File: src/hw/rtl/hsv2rgb_div.sv
`default_nettype none
module hsv2rgb_div #(
  parameter int NW = 32,
  parameter int DW = 16,
  parameter int QW = 17,
  parameter int SW = 1
) (
  input  wire logic          clk,
  input  wire logic          rst,
  input  wire logic          en,
  input  wire logic          in_valid,
  input  wire logic [NW-1:0] dividend,
  input  wire logic [DW-1:0] divisor,
  input  wire logic [SW-1:0] side_in,
  output logic               out_valid,
  output logic [QW-1:0]      quot,
  output logic [SW-1:0]      side_out
);

  // One quotient bit per stage. acc shifts the remaining dividend bits out
  // at the top while quotient bits shift in at the bottom.
  logic [QW-1:0] vld;
  logic [DW-1:0] rem     [QW];
  logic [QW-1:0] acc     [QW];
  logic [DW-1:0] dsr     [QW];
  logic [SW-1:0] side    [QW];

  logic [DW-1:0] rem_in  [QW];
  logic [QW-1:0] acc_in  [QW];
  logic [DW-1:0] dsr_in  [QW];
  logic [SW-1:0] side_a  [QW];
  logic [DW:0]   r2      [QW];
  logic [DW:0]   diff    [QW];
  logic [QW-1:0] ge;

  always_comb begin
    rem_in[0] = DW'(dividend[NW-1:QW]);
    acc_in[0] = dividend[QW-1:0];
    dsr_in[0] = divisor;
    side_a[0] = side_in;
    for (int k = 1; k < QW; k++) begin
      rem_in[k] = rem[k-1];
      acc_in[k] = acc[k-1];
      dsr_in[k] = dsr[k-1];
      side_a[k] = side[k-1];
    end
    for (int k = 0; k < QW; k++) begin
      r2[k]   = {rem_in[k], acc_in[k][QW-1]};
      diff[k] = r2[k] - {1'b0, dsr_in[k]};
      ge[k]   = (r2[k] >= {1'b0, dsr_in[k]});
    end
  end

  always_ff @(posedge clk) begin
    if (rst) begin
      vld <= '0;
    end else if (en) begin
      vld <= {vld[QW-2:0], in_valid};
    end
  end

  always_ff @(posedge clk) begin
    if (en) begin
      for (int k = 0; k < QW; k++) begin
        rem[k]  <= ge[k] ? diff[k][DW-1:0] : r2[k][DW-1:0];
        acc[k]  <= {acc_in[k][QW-2:0], ge[k]};
        dsr[k]  <= dsr_in[k];
        side[k] <= side_a[k];
      end
    end
  end

  assign out_valid = vld[QW-1];
  assign quot      = acc[QW-1];
  assign side_out  = side[QW-1];

endmodule
`default_nettype wire

File: config.mk
export PLATFORM = sky130hd
export DESIGN_NAME = hsv2rgb_div
export DESIGN_NICKNAME = d
export VERILOG_FILES = /design/src/hw/rtl/hsv2rgb_div.sv
export SDC_FILE = /design/constraint.sdc
export NUM_CORES = 1
export LEC_CHECK = 0
export ABC_AREA = 1
export BUFFER_PORTS_ARGS = -buffer_cell sky130_fd_sc_hd__buf_2
export CAP_MARGIN = 30
export CORE_UTILIZATION = 25
export DETAILED_ROUTE_END_ITERATION = 8
export GPL_TIMING_DRIVEN = 0
export SLEW_MARGIN = 20
export SYNTH_ARGS = -nofsm -noshare
export SYNTH_HDL_FRONTEND = slang
export SYNTH_SLANG_ARGS = --single-unit
File: constraint.sdc
create_clock -name clk -period 6.6 [get_ports clk]
set_clock_uncertainty 0.15 [all_clocks]
set_input_delay 0.33 -clock clk [delete_from_list [all_inputs] [get_ports clk]]
set_output_delay 0.33 -clock clk [all_outputs]
set_load 0.01 [all_outputs]
-- Word-level counts from Yosys, hierarchy flattened
Memories as Yosys holds them, arrays and structs flattened.
Index checks and enable logic that the tools add are counted.
- memory bits (writable): 850
- memories: 4
- output and inout port bits: 19
- word-level logic and storage cells: 58
- flip-flop bits (word level): 17
- input bits: 53
- multiplexer cells: 19
- $add $sub $neg: 17
- order comparisons: 17
- memories (name ; depth ; bits a word ; read ports ; clocked after memory_dff ; write ports ; line ; source):
    acc ; 17 ; 17 ; 17 ; 0 ; 17 ; 24 ; logic [QW-1:0] acc [QW];
    dsr ; 17 ; 16 ; 16 ; 0 ; 17 ; 25 ; logic [DW-1:0] dsr [QW];
    rem ; 17 ; 16 ; 16 ; 0 ; 17 ; 23 ; logic [DW-1:0] rem [QW];
    side ; 17 ; 1 ; 17 ; 0 ; 17 ; 26 ; logic [SW-1:0] side [QW];
- operators with widths (cell ; number):
    $ge 17x16->1 ; 16
    $mux 16 ; 17
    $sub 16x16->16 ; 17
    $ge 16x16->1 ; 1
    $mux 1 ; 2

-- Depth between registers and ports, before layout
An unclocked memory read counts as a cell.
- depth in word-level cells: 3
- mapped depth: 15
- gate-level depth less buffers: 13

-- Worst setup path before layout
No wires, ideal clock.
- path kind: input to register
- from: input port dividend[16]
- to: memory rem[0][1], data pin
- buffers on the path: 1
- data required time: 6189 ps
- setup time: 261 ps
- data arrival time: 1805 ps
- setup slack: 4384 ps
- cell stages on the path: 12
- path through: inv_1 ha_1 fa_1 inv_1 nand3_1 nand3_1 nand2_1 nand2_1 nand2_4 nand3_4 buf_6 o21ai_0
- RTL lines (element ; line ; source):
    from (decl) ; 12 ; input wire logic [NW-1:0] dividend,
    to (decl) ; 23 ;

==> summary.md <==
| Metric | Value |
|---|---|
| Mean Syn Cell Area | `8.73 um^2` |
| Die ar. | `between 0.15 and 0.2 mm^2` |
| Pwr/cell area | `about 420 mW/mm^2` |
| Syn_nets | `5,736` |
| Synthesized area | `0.0471 mm^2` |
| WL final | `about 110,000 um` |
| Clk pin slew, worst setup/hold paths | `approximately 0.06 ns` |
| Final Hold Vio Count | `0` |
| Commonest non-fill, non-tap cell in the layout | `nand2_1` |
| CP Max Fanout | `10` |
| Detailed Route Iter0 Violations | `between 2,000 and 2,500` |
| Max-cap violations | `0` |
| DIE WIDTH | `436 um` |
| Flop and latch count out of synthesis | `between 800 and 900` |
| Die span in y | `between 400 and 500 um` |
| Antenna-violating nets left | `0` |
| Total grt overflow | `0` |
| Core outline area | `approximately 0.19 mm^2` |
| Clock tree sinks | `around 840` |
| Mapped Cells | `between 5,000 and 6,000` |
| Num CTS Buffers | `100` |
| IO Pins | `roughly 70` |
| CTS tree | `done` |
| Outcome | `finished, final reports clean` |
| Number of buffers added on ports | `70` |
| Initial antenna violation count | `0` |
| Hold Slack | `approximately 0.16 ns` |
| Worst-margin pin slew | `between 0.7 and 0.8 ns` |
| Layout Nets | `5,967` |
| Fin area | `between 0.05 and 0.06 mm^2` |
| YS warnings | `0` |
| Worst Setup Start Kind | `flop` |
| Post-CTS Setup Repair Bufs | `0` |
| Via count | `around 34,000` |
| Area grow syn2layout | `16.1%` |
| Shortest period the worst path allows | `2.71 ns` |
| Post-synth EDFFs | `between 800 and 900` |
| Worst Hold Class | `input pin to flop` |
| Largest net degree at the start of global routing | `between 100 and 150` |
| Peak Freq | `approximately 370 MHz` |
| Crit Path Class | `flop to flop` |
| Critical Path Sink Type | `flop` |
| Most frequent cells in the layout | `nand2_1, inv_1, edfxtp_1` |
| CP required | `between 6 and 7 ns` |
| Peak supply drop | `0.227 mV` |
| Initial core utilization | `roughly a quarter` |
| Maximum root-to-sink buffer count | `3` |
| CTS H-Tree Depth | `3` |
| Area after DPL | `between 0.05 and 0.06 mm^2` |
| HPWL after DPL | `between 80,000 and 90,000 um` |
| DR vias/cell | `around 4.2` |
| Lkg Pwr | `approximately 26 nW` |
| Unrepaired setup endpoints after global routing | `false` |
| Total track usage | `between 10% and 20%` |
| Cell Rows | `158` |
| Remaining DRCs | `0` |
| First-pass GRT wire length | `around 180,000 um` |
| Wire per inst | `around 14 um` |
| DRT Pass-1 Iters | `6` |
| Root Buffer | `clkbuf_16` |
| Vias in the first global route | `33,231` |
| Arrival time worst endpoint | `between 3 and 4 ns` |
| GPL Wtd Cong | `about 0.9` |
| Yosys cell types | `between 40 and 50` |
| Period utilization | `41.1%` |
| Max-slew headroom | `49.6%` |
| Latest clock arrival within the worst-skew pair | `around 0.73 ns` |
| Seq/Total Area, Yosys | `between 50 and 60%` |
| Asr flop ratio synth | `0%` |
| Setup Viol. Count Final | `0` |
| Share of layout cells above drive strength 1 | `under 10%` |
| Top FF cell, synth | `edfxtp_1` |
| Max-slew violation count | `0` |
registers in the layout, summed over array words and instances, names as in the netlist:
signal,flops
side,17
dsr,256
rem,256
acc,289
vld,17
Yosys cell counts, types with 2 or more instances:
cell type  number  area [um^2]
and2_1         13         81.3
o21ai_0        14         70.1
nand3_2        10          100
edfxtp_1      818        24600
nor4_1          2         12.5
or2_2          10         62.6
buf_4          27          203
nor2_1        215          807
buf_6          11          124
nand3_1       418         2090
and3_1          8         50.1
ha_1          272         3400
nand2_4        11          124
nor3_1         45          225
a21boi_0        3         22.5
nand3_4         4         70.1
o21bai_1        8         60.1
a21oi_1       158          791
nor2_4          7         78.8
o21a_1         13         97.6
clkbuf_2        6         30.0
nand4_1        77          482
or2_0           2         12.5
dfxtp_1        17          340
nor2_2          8         50.1
buf_2          27          135
fa_1           16          320
nand2_1      1974         7410
o21ai_1         7         35.0
nor4_2          4         50.1
inv_2           5         18.8
xnor2_1        24          210
inv_1        1026         3850
o21ai_2         3         26.3
nand3b_1       33          248
nand2_2        13         81.3
clkbuf_1        4         15.0
xor2_1         74          648
metal layers:
layer  track usage [%]  vias up  routed length [um]
met5                 0        -                   0
met4              3.89        0                3030
met3              1.81      169                4600
met2              19.9      676               53300
met1              15.1    15765               51000
li1                  -    17773                   -
where the power goes:
part | leakage (nW) | switching (mW) | internal (mW)
Combinational | 16.4 | 6.21 | 3.27
Clock | 1.63 | 2.35 | 3.33
Sequential | 8.17 | 0.675 | 7.35
critical path, cell delays in order, from the launching register on:
cell,delay (ns)
edfxtp_1,0.43
ha_1,0.44
a21oi_1,0.25
o21a_1,0.14
o21ai_0,0.09
nor2_2,0.41
nand2_4,0.22
buf_6,0.21
nand2_1,0.07
nand2_1,0.05
through the flow:
| stage | instances | setup WS (ns) | TNS, ns | total power, mW | utilization (%) |
|---|---|---|---|---|---|
| global placement | 7945 | -8.55 | -6873.03 | 17.6 | 27.1 |
| floorplan | 5395 | 4.38 | 0 | 14.8 | - |
| finish | 8190 | 3.89 | 0 | 23.2 | 29.4 |
| detailed placement | 7952 | 3.78 | 0 | 17.6 | 27.3 |
| CTS | 8189 | 3.91 | 0 | 23.5 | 29.4 |
| global route | 8189 | 3.73 | 0 | 25.2 | 29.4 |
cell type report:
type | instances | area, um^2
diodes | 1 | 2.50
multi-input cells | 3451 | 17800
flip-flops and latches | 835 | 24900
well taps | 2480 | 3100
clock inverters | 69 | 836
fillers | 19649 | 132000
repair buffers | 129 | 1080
clock buffers | 116 | 2560
inverters | 1032 | 3870
plain buffers | 77 | 531
logic make-up after synthesis:
kind of cell	Yosys count	synth area share, %
fa+ha+maj	288	7.91
compound gates	208	2.39
xor+xnor	98	1.82
buf+inv	1109	9.35
simple gates	2857	25.6
flops	835	52.9
final timing paths:
path	from	end	slack, ns	cells after the start
worst min-delay path	side_in	side[0][0]	0.16	2
worst min register to register	acc[0][207]	acc[0][225]	0.21	0
worst max register to register	rem[0][109]	rem[0][121]	3.89	9
worst max-delay path	rem[0][109]	rem[0][121]	3.89	9
repair_timing:
item | 4_1_cts | 5_1_grt
hold buffers | 52 | 0
resized for setup | 0 | 0
endpoints found under the hold margin | 143 | 0
(Power assumes the default switching activity.)
