===== config.mk =====
export PLATFORM = sky130hd
export DESIGN_NAME = hsv2rgb_front
export DESIGN_NICKNAME = d
export VERILOG_FILES = /design/src/hw/rtl/hsv2rgb_pkg.sv /design/src/hw/rtl/hsv2rgb_front.sv
export SDC_FILE = /design/constraint.sdc
export NUM_CORES = 1
export LEC_CHECK = 0
export ABC_AREA = 1
export BUFFER_PORTS_ARGS = -buffer_cell sky130_fd_sc_hd__buf_2
export CORE_ASPECT_RATIO = 0.75
export CORE_UTILIZATION = 56
export CTS_BUF_LIST = sky130_fd_sc_hd__clkbuf_8
export DETAILED_ROUTE_END_ITERATION = 12
export MAX_ROUTING_LAYER = met4
export PLACE_DENSITY = 0.92
export RECOVER_POWER = 50
export SLEW_MARGIN = 40
export SYNTH_ARGS = -nofsm -noshare
export SYNTH_HDL_FRONTEND = slang
export SYNTH_SLANG_ARGS = --single-unit

===== constraint.sdc =====
create_clock -name clk -period 8.53 [get_ports clk]
set_input_delay 1.2795 -clock clk [delete_from_list [all_inputs] [get_ports clk]]
set_output_delay 1.2795 -clock clk [all_outputs]
set_load 0.05 [all_outputs]

===== src/hw/rtl/hsv2rgb_pkg.sv =====
`default_nettype none
package hsv2rgb_pkg;

  localparam int FIELD_W           = 16;
  localparam int CHANNEL_BITS_DEF  = 16;
  localparam int FRAC_BITS_DEF     = 16;
  localparam logic [FIELD_W-1:0] MAX_RESET = 16'd255;

  // hue sector: which two channels the ramp runs between
  typedef enum logic [1:0] {
    SEC_RG = 2'd0,
    SEC_GB = 2'd1,
    SEC_BR = 2'd2
  } sector_t;

endpackage
`default_nettype wire


===== src/hw/rtl/hsv2rgb_front.sv =====
`default_nettype none
module hsv2rgb_front #(
  parameter int CB = 16,
  parameter int FB = 16
) (
  input  wire logic                            clk,
  input  wire logic                            rst,
  input  wire logic                            en,
  input  wire logic                            in_valid,
  input  wire logic [hsv2rgb_pkg::FIELD_W-1:0] hue,
  input  wire logic [hsv2rgb_pkg::FIELD_W-1:0] saturation,
  input  wire logic [hsv2rgb_pkg::FIELD_W-1:0] brightness,
  input  wire logic [CB-1:0]                   maximum,
  output logic                                 out_valid,
  output logic [CB+FB-1:0]                     f_dividend,
  output logic [CB+FB-1:0]                     s_dividend,
  output logic [CB-1:0]                        divisor,
  output hsv2rgb_pkg::sector_t                 sector,
  output logic [CB-1:0]                        value,
  output logic                                 zero
);
  import hsv2rgb_pkg::*;

  logic [CB-1:0]  h_c;
  logic [CB-1:0]  s_c;
  logic [CB+1:0]  h3;
  logic [CB+1:0]  m1;
  logic [CB+1:0]  m2;
  logic [CB+1:0]  d_wide;
  sector_t        sec_next;

  always_comb begin
    h_c = (hue[CB-1:0] > maximum) ? maximum : hue[CB-1:0];
    s_c = (saturation[CB-1:0] > maximum) ? maximum : saturation[CB-1:0];
    h3  = {2'b00, h_c} + {1'b0, h_c, 1'b0};
    m1  = {2'b00, maximum};
    m2  = {1'b0, maximum, 1'b0};
    // boundary hues take the earlier sector
    priority if (h3 <= m1) begin
      sec_next = SEC_RG;
      d_wide   = h3;
    end else if (h3 <= m2) begin
      sec_next = SEC_GB;
      d_wide   = h3 - m1;
    end else begin
      sec_next = SEC_BR;
      d_wide   = h3 - m2;
    end
  end

  always_ff @(posedge clk) begin
    if (rst) begin
      out_valid <= 1'b0;
    end else if (en) begin
      out_valid <= in_valid;
    end
  end

  always_ff @(posedge clk) begin
    if (en) begin
      f_dividend <= {d_wide[CB-1:0], {FB{1'b0}}};
      s_dividend <= {s_c, {FB{1'b0}}};
      divisor    <= (maximum == '0) ? CB'(1) : maximum;
      sector     <= sec_next;
      value      <= brightness[CB-1:0];
      zero       <= (maximum == '0);
    end
  end

endmodule
`default_nettype wire


After elaboration in Yosys (flattened, before gate mapping)
Index checks and enable logic that the tools add are counted.
- logic and storage cells: 20
- flip-flop bits (word level): 68
- output and inout port bits: 100
- input port bits: 68
- $lt $le $gt $ge: 4
- muxes and demuxes: 5
- reductions and logical operators: 1
- add/sub/neg operators: 3
- operators by type and width (kind ; count):
    $mux W16 ; 4
    $gt A16 B16 Y1 ; 2
    $sub A16 B16 Y16 ; 2
    $add A16 B17 Y18 ; 1
    $le A18 B16 Y1 ; 1
    $le A18 B17 Y1 ; 1
    $logic_not A16 Y1 ; 1
    $mux W2 ; 1

Logic depth before layout (Yosys ltp)
- depth in word-level cells: 6
- mapped depth: 45
- gate-level depth less buffers: 42

Worst setup path before layout
OpenSTA, ideal clock, no wires.
- kind: input -> register
- start: input port maximum[1]
- end: register f_dividend[30], data pin
- required time: 8.278 ns
- arrival time: 6.041 ns
- path buffers: 3
- setup time: 0.252 ns
- cell stages on the path: 40
- slack: 2.237 ns
- cell sequence: inv_1 > ha_1 > nand2_1 > nand2_1 > nand2_1 > nand2_1 > nand2_1 > nand2_1 > nand2_1 > nand2_2 > nand2_4 > buf_6 > buf_4 > o21ai_0 > ha_1 > inv_1 > fa_1 > inv_1 > [4 not listed] > a21o_1 > a21boi_0 > nand2_1 > nand2_1 > nand2_1 > a21boi_1 > o21ai_0 > nand2_1 > nand2_1 > nand2_1 > nand2_1 > nand2_1 > nand3_4 > buf_6 > nand2_1 > nand2_1 > nand2_1 > nand2_1
- cells in the longest elaborated chain, start to end: 6
- elaborated cells on any way between the ends: 9
- those cells by class: add/sub: 3; order compare: 3; mux: 3
- RTL lines (element ; line ; source):
    start, declared ; hsv2rgb_front.sv:13 ; input wire logic [CB-1:0] maximum,
    $gt A16 B16 Y1 ; hsv2rgb_front.sv:33 ; h_c = (hue[CB-1:0] > maximum) ? maximum : hue[CB-1:0];
    $mux W16 ; hsv2rgb_front.sv:33 ;
    $add A16 B17 Y18 ; hsv2rgb_front.sv:35 ; h3 = {2'b00, h_c} + {1'b0, h_c, 1'b0};
    $sub A16 B16 Y16 (tied with other cells) ; hsv2rgb_front.sv:47 ; d_wide = h3 - m2;
    $mux W16 ; hsv2rgb_front.sv:42 ; end else if (h3 <= m2) begin
    $mux W16 * ; hsv2rgb_front.sv:39 ; priority if (h3 <= m1) begin
    named net d_wide[14] ; hsv2rgb_front.sv:29 ; logic [CB+1:0] d_wide;
    end signal, assigned ; hsv2rgb_front.sv:61 ; f_dividend <= {d_wide[CB-1:0], {FB{1'b0}}};
    end, declared ; hsv2rgb_front.sv:15 ; output logic [CB+FB-1:0] f_dividend,
The timed path passes the listed nets; every way through them passes the cells marked *.
A chain may end at the register's enable or synchronous reset.

Worst setup path in the final report
- start: input port maximum[10]
- end: register f_dividend[17], data pin
The elaborated chain is that of the path after synthesis.

==> results.md <==
* Status: finished with violations
* Failing checks: max-capacitance violations, max-slew violations
* Fillers at 919
* I/O Buffers at 135
* Vias per cell at 5.686
* Fin Clk Skew at 0 ns
* Period minus WS final at 7.214 ns
* Worst min path class: reg2reg
* DP Wirelength at 13610 um
* RSZ-0062 raised after global routing: false
* Syn_area_per_cell at 7.835 um^2
* Share of cells above drive strength 1 at 18.66%
* Arrival time at the worst endpoint at 7.32 ns
* Die ar. at 12080 um^2
* Seq cells post-synth at 68
* WHS at 0.4945 ns
* Post-synthesis sequential area ratio at 31.17%
* Final Total Pwr at 2.186 mW
* Worst slew pin tran at 3.552 ns
* Max clock buf depth at 2
* Largest net degree at the start of global routing at 69
* Clock sinks at 68
* Grt met3 use at 9.764%
* Core Region at 11150 um^2
* Final hold vios at 0
* CP Launch Point: maximum[10]
* Setup CP Type: in2reg
* Crit path top cell by count: nand2_1
* Post-Syn Area at 6519 um^2
* Synth Area in Adders at 15.51%
* Power per cell area at 301.6 nW/um^2
* Compound-Gate Fraction of Synth Area at 9.712%
* Routability cong. at 1.013
* Number of DRC markers in iteration 0 at 723
* Met1 usage at 39.22%
* Number of hold buffers added after CTS at 0
* Worst Path Max Fanout at 32
* Overflow after GRT at 0
* CTS tree: done
* Post-CTS setup buffers at 0
* First-pass GRT wire length at 27600 um
* YS warnings at 0
* Post-cts resize count at 0
* Vias in the first global route at 5485
* Worst path required time at 8.64 ns
* DR vias at 6221
* Synth Flop Type: edfxtp_1
* Synthesis-to-finish area growth at 11.21%
* Starting density of the core at 58.47%
* Slew headroom at -136.8%
* Grt met2 use at 47.15%
* Die Ht at 95.44 um
* Gr usage total at 30.87%
* Max cap viols at 1
* Wire per inst at 16.26 um
* # DRC at 0
* Width of the die at 126.6 um
* Endpoint class of the critical path: flip-flop
* WP buf/inv at 5
* Post-synth EDFFs at 67
* Mux contribution to synthesized area at 0.1536%
* Top Family by Delay on Critical Path: simple AND/OR/NAND/NOR gates
* Xor/xnor share of the synthesized area at 4.434%
* TNS Setup at 0 ns
* FP Rows at 33
* Max H-tree Level at 3
* Leakage power at 3.776 nW
* Reg clk slew, reported paths at 0.07 ns
* Initial antenna violation count at 0
* Max VDD drop at 128.2 uV
* Final ANT Viol Nets at 0
* Launching point of the worst reg2reg path: out_valid$_SDFFE_PP0P_
* Total placed instance area at 7097 um^2
* Antenna fix cells at 0
* Synth cell types at 49
* Root Driver: clkbuf_8
* Peak Freq at 138.6 MHz
* Final critical-path share of the clock period at 84.57%
* Setup violators final at 0
* Synth Area in Simple Gates at 27.47%
* Worst-Skew Late Latency at 0.35 ns
* Main combinational cell family by area after synthesis: simple AND/OR/NAND/NOR gates
* Fin nets at 1096
* Slew Limit Fails at 69
* Worst setup SP type: input pin
* Share of flip-flops with an asynchronous set or reset at 0%
* Clock buffer count from CTS at 9
* # IOs at 168
* Drt pass-1 iters at 6
* CP max stage cell: ha_1
* HP Start: out_valid$_SDFFE_PP0P_
* Slowest cell delay on critical path at 0.40 ns
* Global routing's busiest layer: met2
* Post-synthesis cell count at 832
* Routed Wire Length at 17790 um
* Post-route cell area at 7249 um^2
==> stage by stage <==
step | worst slack [ns] | utilization (%) | std cells
2_1_floorplan | 2.237 | - | 863
3_3_place_gp | 1.526 | 63.59 | 1078
3_5_place_dp | 1.211 | 63.66 | 1078
4_1_cts | 1.554 | 65.19 | 1094
5_1_grt | 0.8074 | 65.03 | 1094
6_report | 1.316 | 65.03 | 1094
==> area by class of cell <==
cell class,instances,area (um^2),area share (%)
clock buffer,9,123.9,1.709
clock inverter,7,46.29,0.6386
inverter,90,337.8,4.660
multi-input combinational,643,3864,53.30
sequential,68,2032,28.03
tap,140,175.2,2.416
timing repair buffer,137,670.6,9.251
==> power breakdown <==
group	internal (mW)	leakage (nW)	switching, mW	total [mW]
sequential	0.468	0.662	0.0156	0.483
combinational	0.439	3.03	1.03	1.47
clock	0.104	0.0864	0.127	0.231
total	1.01	3.78	1.18	2.19
==> Yosys cell counts (2+ instances only) <==
master | count | area [um^2]
a211oi_1 | 2 | 15.01
a21boi_0 | 2 | 15.01
a21o_1 | 5 | 37.54
a21oi_1 | 46 | 230.2
a31oi_1 | 2 | 12.51
buf_2 | 2 | 10.01
buf_4 | 34 | 255.2
buf_6 | 5 | 56.30
clkbuf_1 | 19 | 71.32
edfxtp_1 | 67 | 2012
fa_1 | 3 | 60.06
ha_1 | 76 | 950.9
inv_1 | 88 | 330.3
inv_2 | 2 | 7.510
nand2_1 | 228 | 855.8
nand2_2 | 15 | 93.84
nand2_4 | 5 | 56.30
nand2_8 | 2 | 40.04
nand3_1 | 55 | 275.3
nand3_2 | 2 | 20.02
nand4_1 | 29 | 181.4
nor2_1 | 35 | 131.4
nor2_2 | 4 | 25.02
nor3_1 | 4 | 20.02
nor4_1 | 4 | 25.02
o21ai_0 | 36 | 180.2
o21ai_1 | 4 | 20.02
o21bai_1 | 3 | 22.52
or2_2 | 2 | 12.51
xnor2_1 | 8 | 70.07
xor2_1 | 25 | 219.0
==> final timing paths <==
check / slack [ns] / end / depth (start not counted)
max: 1.32 / f_dividend[17]$_DFFE_PP_ / 34
min: 0.49 / out_valid$_SDFFE_PP0P_ / 2
max reg2reg: 7.90 / out_valid$_SDFFE_PP0P_ / 2
min reg2reg: 0.49 / out_valid$_SDFFE_PP0P_ / 2
==> placed cells by master, fill, tap and decap left out, drive strengths merged, types with 29 or more instances in the layout <==
master  synthesis  routed
a21oi          48      48
buf            43     123
conb            1      32
edfxtp         67      67
ha             76      76
inv            90      91
nand2         250     250
nand3          58      58
nand4          29      29
nor2           40      40
o21ai          40      40
==> flip-flops by register name (all words and copies together) (netlist names) <==
name and cells:
value 16, zero 1, sector 2, f_dividend 16, out_valid 1, divisor 16, s_dividend 16
==> layer usage <==
metal	share of wire, %	vias up
met5	0	-
met4	2.2	0
met3	13	43
met2	43	377
met1	42	2821
li1	-	2980
==> cell families (layout without fill, tap and decap cells) <==
family	Yosys count	count (layout)
mux	1	1
other cells	1	32
buf+inv	152	243
simple gates	389	389
xor+xnor	33	33
compound gates	109	109
flops	68	68
fa+ha+maj	79	79
==> worst min-delay path: stages, from the launching register on <==
cell and delay, ns:
dfxtp_1 0.32, mux2i_1 0.06, nor2_1 0.08
Power figures use the tool's default switching activity.
