==> src/hw/rtl/hsv2rgb_pkg.sv <==
`default_nettype none
package hsv2rgb_pkg;

  localparam int FIELD_W           = 16;
  localparam int CHANNEL_BITS_DEF  = 16;
  localparam int FRAC_BITS_DEF     = 16;
  localparam logic [FIELD_W-1:0] MAX_RESET = 16'd255;

  // hue sector: which two channels the ramp runs between
  typedef enum logic [1:0] {
    SEC_RG = 2'd0,
    SEC_GB = 2'd1,
    SEC_BR = 2'd2
  } sector_t;

endpackage
`default_nettype wire

==> src/hw/rtl/hsv2rgb_blend.sv <==
`default_nettype none
module hsv2rgb_blend #(
  parameter int CB = 16,
  parameter int FB = 16
) (
  input  wire logic                 clk,
  input  wire logic                 rst,
  input  wire logic                 en,
  input  wire logic                 in_valid,
  input  wire logic [FB:0]          f,
  input  wire logic [FB:0]          s,
  input  wire hsv2rgb_pkg::sector_t sector,
  input  wire logic [CB-1:0]        value,
  input  wire logic                 zero_in,
  output logic                      out_valid,
  output logic [FB+1:0]             total,
  output logic [FB+CB+2:0]          num_r,
  output logic [FB+CB+2:0]          num_g,
  output logic [FB+CB+2:0]          num_b,
  output logic                      zero_out
);
  import hsv2rgb_pkg::*;

  localparam int FW = FB + 1;
  localparam int PW = FB + CB + 3;
  localparam logic [FW-1:0] ONE = FW'(1) << FB;

  logic [FW-1:0]   cr, cg, cb;

  logic            b_vld, b_zero;
  logic [2*FW-1:0] pr, pg, pb;
  logic [FW-1:0]   b_s;
  logic [CB-1:0]   b_v;

  logic            c_vld, c_zero;
  logic [FW-1:0]   c_r, c_g, c_b;
  logic [CB+1:0]   c_v3;
  logic [FW:0]     wr, wg, wb;
  logic [FW:0]     white;

  // ramp between the two channels of the sector
  always_comb begin
    unique case (sector)
      SEC_RG: begin
        cr = ONE - f; cg = f;       cb = '0;
      end
      SEC_GB: begin
        cr = '0;      cg = ONE - f; cb = f;
      end
      SEC_BR: begin
        cr = f;       cg = '0;      cb = ONE - f;
      end
      default: begin
        cr = '0;      cg = '0;      cb = '0;
      end
    endcase
  end

  // blend toward white: floor(s*c / ONE) + (ONE - s)
  always_comb begin
    white = (FW+1)'(ONE - b_s);
    wr    = pr[2*FW-1:FB] + white;
    wg    = pg[2*FW-1:FB] + white;
    wb    = pb[2*FW-1:FB] + white;
  end

  always_ff @(posedge clk) begin
    if (rst) begin
      b_vld     <= 1'b0;
      c_vld     <= 1'b0;
      out_valid <= 1'b0;
    end else if (en) begin
      b_vld     <= in_valid;
      c_vld     <= b_vld;
      out_valid <= c_vld;
    end
  end

  always_ff @(posedge clk) begin
    if (en) begin
      pr     <= (2*FW)'(s) * (2*FW)'(cr);
      pg     <= (2*FW)'(s) * (2*FW)'(cg);
      pb     <= (2*FW)'(s) * (2*FW)'(cb);
      b_s    <= s;
      b_v    <= value;
      b_zero <= zero_in;

      c_r    <= wr[FW-1:0];
      c_g    <= wg[FW-1:0];
      c_b    <= wb[FW-1:0];
      c_v3   <= {2'b00, b_v} + {1'b0, b_v, 1'b0};
      c_zero <= b_zero;

      total    <= (FB+2)'(c_r) + (FB+2)'(c_g) + (FB+2)'(c_b);
      num_r    <= PW'(c_r) * PW'(c_v3);
      num_g    <= PW'(c_g) * PW'(c_v3);
      num_b    <= PW'(c_b) * PW'(c_v3);
      zero_out <= c_zero;
    end
  end

endmodule
`default_nettype wire

==> config.mk <==
export PLATFORM = sky130hd
export DESIGN_NAME = hsv2rgb_blend
export DESIGN_NICKNAME = d
export VERILOG_FILES = /design/src/hw/rtl/hsv2rgb_pkg.sv /design/src/hw/rtl/hsv2rgb_blend.sv
export SDC_FILE = /design/constraint.sdc
export NUM_CORES = 2
export LEC_CHECK = 0
export BUFFER_PORTS_ARGS = -buffer_cell sky130_fd_sc_hd__buf_2
export CAP_MARGIN = 20
export CORE_MARGIN = 5
export CORE_UTILIZATION = 60
export CTS_CLUSTER_SIZE = 30
export DETAILED_ROUTE_END_ITERATION = 6
export PLACE_DENSITY = 0.88
export SLEW_MARGIN = 20
export SYNTH_ARGS = -nofsm -noshare
export SYNTH_HDL_FRONTEND = slang
export SYNTH_SLANG_ARGS = --single-unit
==> constraint.sdc <==
create_clock -name clk -period 8.53 [get_ports clk]
set_clock_uncertainty 0.05 [all_clocks]
set_input_delay 0.853 -clock clk [delete_from_list [all_inputs] [get_ports clk]]
set_output_delay 0.853 -clock clk [all_outputs]
set_load 0.005 [all_outputs]
== Yosys cells after proc, flatten, opt, wreduce, memory -nomap -nowiden ==
Index checks and enable logic that the tools add are counted.
Word-level totals
  input bits: 57
  word-level logic and storage cells: 39
  register bits after elaboration: 330
  output and inout bits: 125
Operators by class
  equality and inequality tests: 2
  multiply operators: 6
  reduce and logical (&&, ||, !) cells: 1
  add/sub/neg operators: 8
  multiplexer cells: 3
Operators by type and width (count)
  17-bit by 18-bit multiplier with 35-bit output: 3
  17-bit one-hot mux with 2 select lines: 3
  17-bit by 17-bit multiplier with 33-bit output: 3
  17-bit adder: 3
  17-bit subtractor (first input constant): 2
  16-bit by 17-bit adder with 18-bit output: 1
  17-bit by 17-bit adder with 18-bit output: 1
  18-bit by 17-bit adder with 18-bit output: 1
  2-bit by 1-bit == test with 1-bit output (second input constant): 1
  2-bit == test (second input constant): 1
  2-bit logical NOT: 1

== Logic depth before layout (Yosys ltp) ==
  depth in word-level cells: 3
  gate-level depth with buffers: 34
  mapped depth without buffers: 31

== Worst setup path before layout ==
OpenSTA, ideal clock, no wires.
  kind: input port to flip-flop
  start: in f[2]
  end: reg pb[32], data pin
  stages on the path: 31
  library setup time: 0.260 ns
  required time: 8.220 ns
  buffers on the path: 3
  setup slack: -0.307 ns
  arrival time: 8.527 ns
  path through: buf_6 -> or3_4 -> or3_4 -> or3_4 -> or3_4 -> or3_4 -> nor3_4 -> a21oi_1 -> o22ai_1 -> and2_1 -> buf_4 -> buf_6 -> nand2_1 -> fa_1 -> inv_1 -> fa_1 -> fa_1 -> fa_1 -> fa_1 -> inv_1 -> fa_1 -> inv_1 -> ha_1 -> or2_2 -> a21oi_1 -> a2111oi_0 -> o31ai_1 -> o21ai_0 -> o41a_1 -> a21oi_1 -> xnor2_1
Between the ends
  word-level cells in the longest chain between the ends: 3
Ends and longest elaborated chain
  from (decl): RTL line hsv2rgb_blend.sv:10  | input wire logic [FB:0] f,
  17-bit subtractor: RTL line hsv2rgb_blend.sv:51  | cr = f; cg = '0; cb = ONE - f;
  17-bit one-hot mux with 2 select lines *: RTL line hsv2rgb_blend.sv:43  | unique case (sector)
  17-bit by 17-bit multiplier with 33-bit output *: RTL line hsv2rgb_blend.sv:83  | pb <= (2*FW)'(s) * (2*FW)'(cb);
  to (signal assigned): RTL line hsv2rgb_blend.sv:83
  to (decl): RTL line hsv2rgb_blend.sv:31  | logic [2*FW-1:0] pr, pg, pb;
Every way passes the cells marked *; elsewhere a longest branch is shown, timed or not.
A chain may end at the register's enable or synchronous reset.

== Worst setup path in the final report ==
  start: in f[2]
  end: reg pr[32], data pin
Between the ends
  word-level cells in the longest chain between the ends: 3
Ends and longest elaborated chain
  17-bit subtractor: RTL line hsv2rgb_blend.sv:45  | cr = ONE - f; cg = f; cb = '0;
  17-bit one-hot mux with 2 select lines *: RTL line hsv2rgb_blend.sv:43
  17-bit by 17-bit multiplier with 33-bit output *: RTL line hsv2rgb_blend.sv:81  | pr <= (2*FW)'(s) * (2*FW)'(cr);
  to (signal assigned): RTL line hsv2rgb_blend.sv:81
  to (decl): RTL line hsv2rgb_blend.sv:31
Marked as above.

==> impl_metrics.env <==
export IMPL_status="finished, violations left"
export IMPL_violations="design-rule violations"
export IMPL_yosys_warnings=0
export IMPL_grt_pass1_wl_mm=298
export IMPL_synth_edf_count=279
export IMPL_critPathMaxStageDelay_ps=560
export IMPL_die_h_um=351
export IMPL_ant_nets=0
export IMPL_dieArea_um2=124000
export IMPL_drive_above_1_share=0.0770
export IMPL_cp_max_fo=5
export IMPL_max_slew_margin_rel=0.192
export IMPL_path_common_cell="fa_1"
export IMPL_worstSetupPathType="in2reg"
export IMPL_worstSkewPairLatency_ps=650
export IMPL_dr_first_iter_drc_count=4802
export IMPL_hold_viol_final=0
export IMPL_initial_core_util=0.603
export IMPL_drc=5
export IMPL_layout_commonest_cell="inv_1"
export IMPL_synth_ff_type="edfxtp_1"
export IMPL_maxSlewViolCount=0
export IMPL_final_setup_viol_count=0
export IMPL_first_global_vias=59100
export IMPL_postSynthAreaPerCell_um2=9.24
export IMPL_cts_buffers=30
export IMPL_final_cell_mix="1745 x inv_1, 1399 x fa_1, 1243 x nand2_1, 711 x ha_1, 582 x and2_1"
export IMPL_viasPerCell=5.80
export IMPL_clkTransAtPathRegs_ps=60
export IMPL_synthArstFlopShare=0
export IMPL_fp_dieW_um=351
export IMPL_period_needed_ps=8450
export IMPL_root_buffer="clkbuf_16"
export IMPL_coreArea_um2=116000
export IMPL_netlist_area_um2=70000
export IMPL_final_nets=9886
export IMPL_dp_cells=9192
export IMPL_num_rows=125
export IMPL_cts_buffer_depth=3
export IMPL_grt_antenna_before_repair=4
export IMPL_h_tree_depth=1
export IMPL_fin_cells=9257
export IMPL_cap_violations=0
export IMPL_area_growth_pct=7.39
export IMPL_portBuffers=181
export IMPL_holdCritPathClass="in2reg"
export IMPL_vias=53700
export IMPL_max_freq_ghz=0.118
export IMPL_synth_seq_cells=282
export IMPL_wl_per_cell_um=20.0
export IMPL_crit_required_ps=8870
export IMPL_gp_congestion=0.954
export IMPL_dr_pass1_iters=7
export IMPL_grtUsageTotal=0.302
export IMPL_overflow=0
export IMPL_cts_tree="built"
export IMPL_end_kind="flip-flop"
export IMPL_synthCells=7570
export IMPL_dp_hpwl_mm=145
export IMPL_syn_num_nets=9748
export IMPL_critPathSlowestCell="fa_1"
export IMPL_worstMarginPinSlew_ps=1210
export IMPL_post_route_period_util=0.991
export IMPL_synthDistinctLibCells=72
export IMPL_io_pin_count=182
export IMPL_grt_start_max_net_pins=163
export IMPL_drt_wl_total_mm=185
export IMPL_synth_seq_area_share=0.121
export IMPL_rsz0062_at_grt="true"
export IMPL_n_fill_cell=8568
export IMPL_arrival_ps=8780
export IMPL_critPathLaunchType="input pin"
export IMPL_clock_sinks=282
-- cell type report --
type,count,area [µm²],share of cell area
flip-flops and latches,282,8440,0.112
diodes,2,5.00,0.0000666
multi-input cells,5170,53800,0.716
well taps,1524,1910,0.0254
inverters,1750,6570,0.0874
repair buffers,474,3400,0.0452
clock inverters,24,282,0.00375
clock buffers,31,754,0.0100
-- sequential cells by signal, indices dropped and copies added, names as in the netlist --
signal and flops:
num_b 35, num_g 35, num_r 35, c_v3 18
total 18, b_s 17, c_b 17, c_g 17
c_r 17, pb 17, pg 17, pr 17
b_v 16, b_vld 1, b_zero 1, c_vld 1
c_zero 1, out_valid 1, zero_out 1
-- repair_timing --
| item | CTS | global route |
|---|---|---|
| hold buffers | 0 | 0 |
| gates resized for setup | 0 | 43 |
| setup endpoints to repair | 0 | 16 |
| buffers inserted | 0 | 8 |
-- stage by stage --
stage	hold slack [ps]	worst slack, ps	instance area, µm²	setup TNS (ps)	utilization
floorplan	350	-252	70000	-768	-
global placement	353	-378	73800	-4000	0.636
detailed placement	366	-632	73800	-9300	0.636
CTS	302	54.5	74900	0	0.645
global route	321	-85.6	75100	-338	0.647
finish	338	81.0	75100	0	0.647
-- cells in the mapped netlist (50+ instances only) --
library cell  number  share of area
clkbuf_1         342          0.018
ha_1             719           0.13
xor2_1            59         0.0074
a21o_1            69         0.0074
edfxtp_1         279           0.12
fa_1            1402           0.40
and2_1           585          0.052
nand2_1         1245          0.067
and3_1            74         0.0066
a21oi_1          162          0.012
nor2_1           126         0.0068
xnor2_1          182          0.023
nor3_1            50         0.0036
inv_1           1750          0.094
o21ai_0           79         0.0057
-- path summary, 6_finish.rpt --
kind | startpoint | endpoint | slack, ps | depth (start not counted)
setup / recovery | f[2] | pr[32] | 80 | 29
hold reg to reg | b_zero | c_zero | 380 | 0
hold / removal | zero_in | b_zero | 340 | 1
setup reg to reg | c_v3[9] | num_g[31] | 650 | 19
-- cells by family (layout without fill, tap and decap cells) --
group / count (synthesis) / count (layout) / share of synthesized area
adder cells (fa/ha/maj): 2121 / 2121 / 0.530
multiplexers: 26 / 26 / 0.00377
AO/OA/AOI/OAI: 519 / 519 / 0.0488
other: 0 / 2 / 0
flip-flops: 282 / 282 / 0.121
buffers and inverters: 2118 / 2279 / 0.114
AND/OR/NAND/NOR: 2263 / 2263 / 0.153
XOR/XNOR: 241 / 241 / 0.0302
-- metal layers --
| metal | track usage | share of wire | wire [µm] | up-vias |
|---|---|---|---|---|
| met5 | 0 | 0.000070 | 13 | - |
| li1 | - | - | - | 23000 |
| met4 | 0.159 | 0.063 | 11700 | 2 |
| met2 | 0.513 | 0.48 | 88700 | 3227 |
| met1 | 0.364 | 0.34 | 63900 | 26600 |
| met3 | 0.0646 | 0.11 | 21000 | 871 |
-- worst max-delay path: cells and delay by family --
family                     cells  cell delay, ps
and+or+nand+nor                7            2080
buffers and inverters          5             410
AOI/OAI and AO/OA              8            1810
adders and majority gates      7            3330
xor gates and xnor gates       2             290
Power is not shown: default switching activity piles up to over one toggle a cycle in this logic, so the estimate is an artifact.
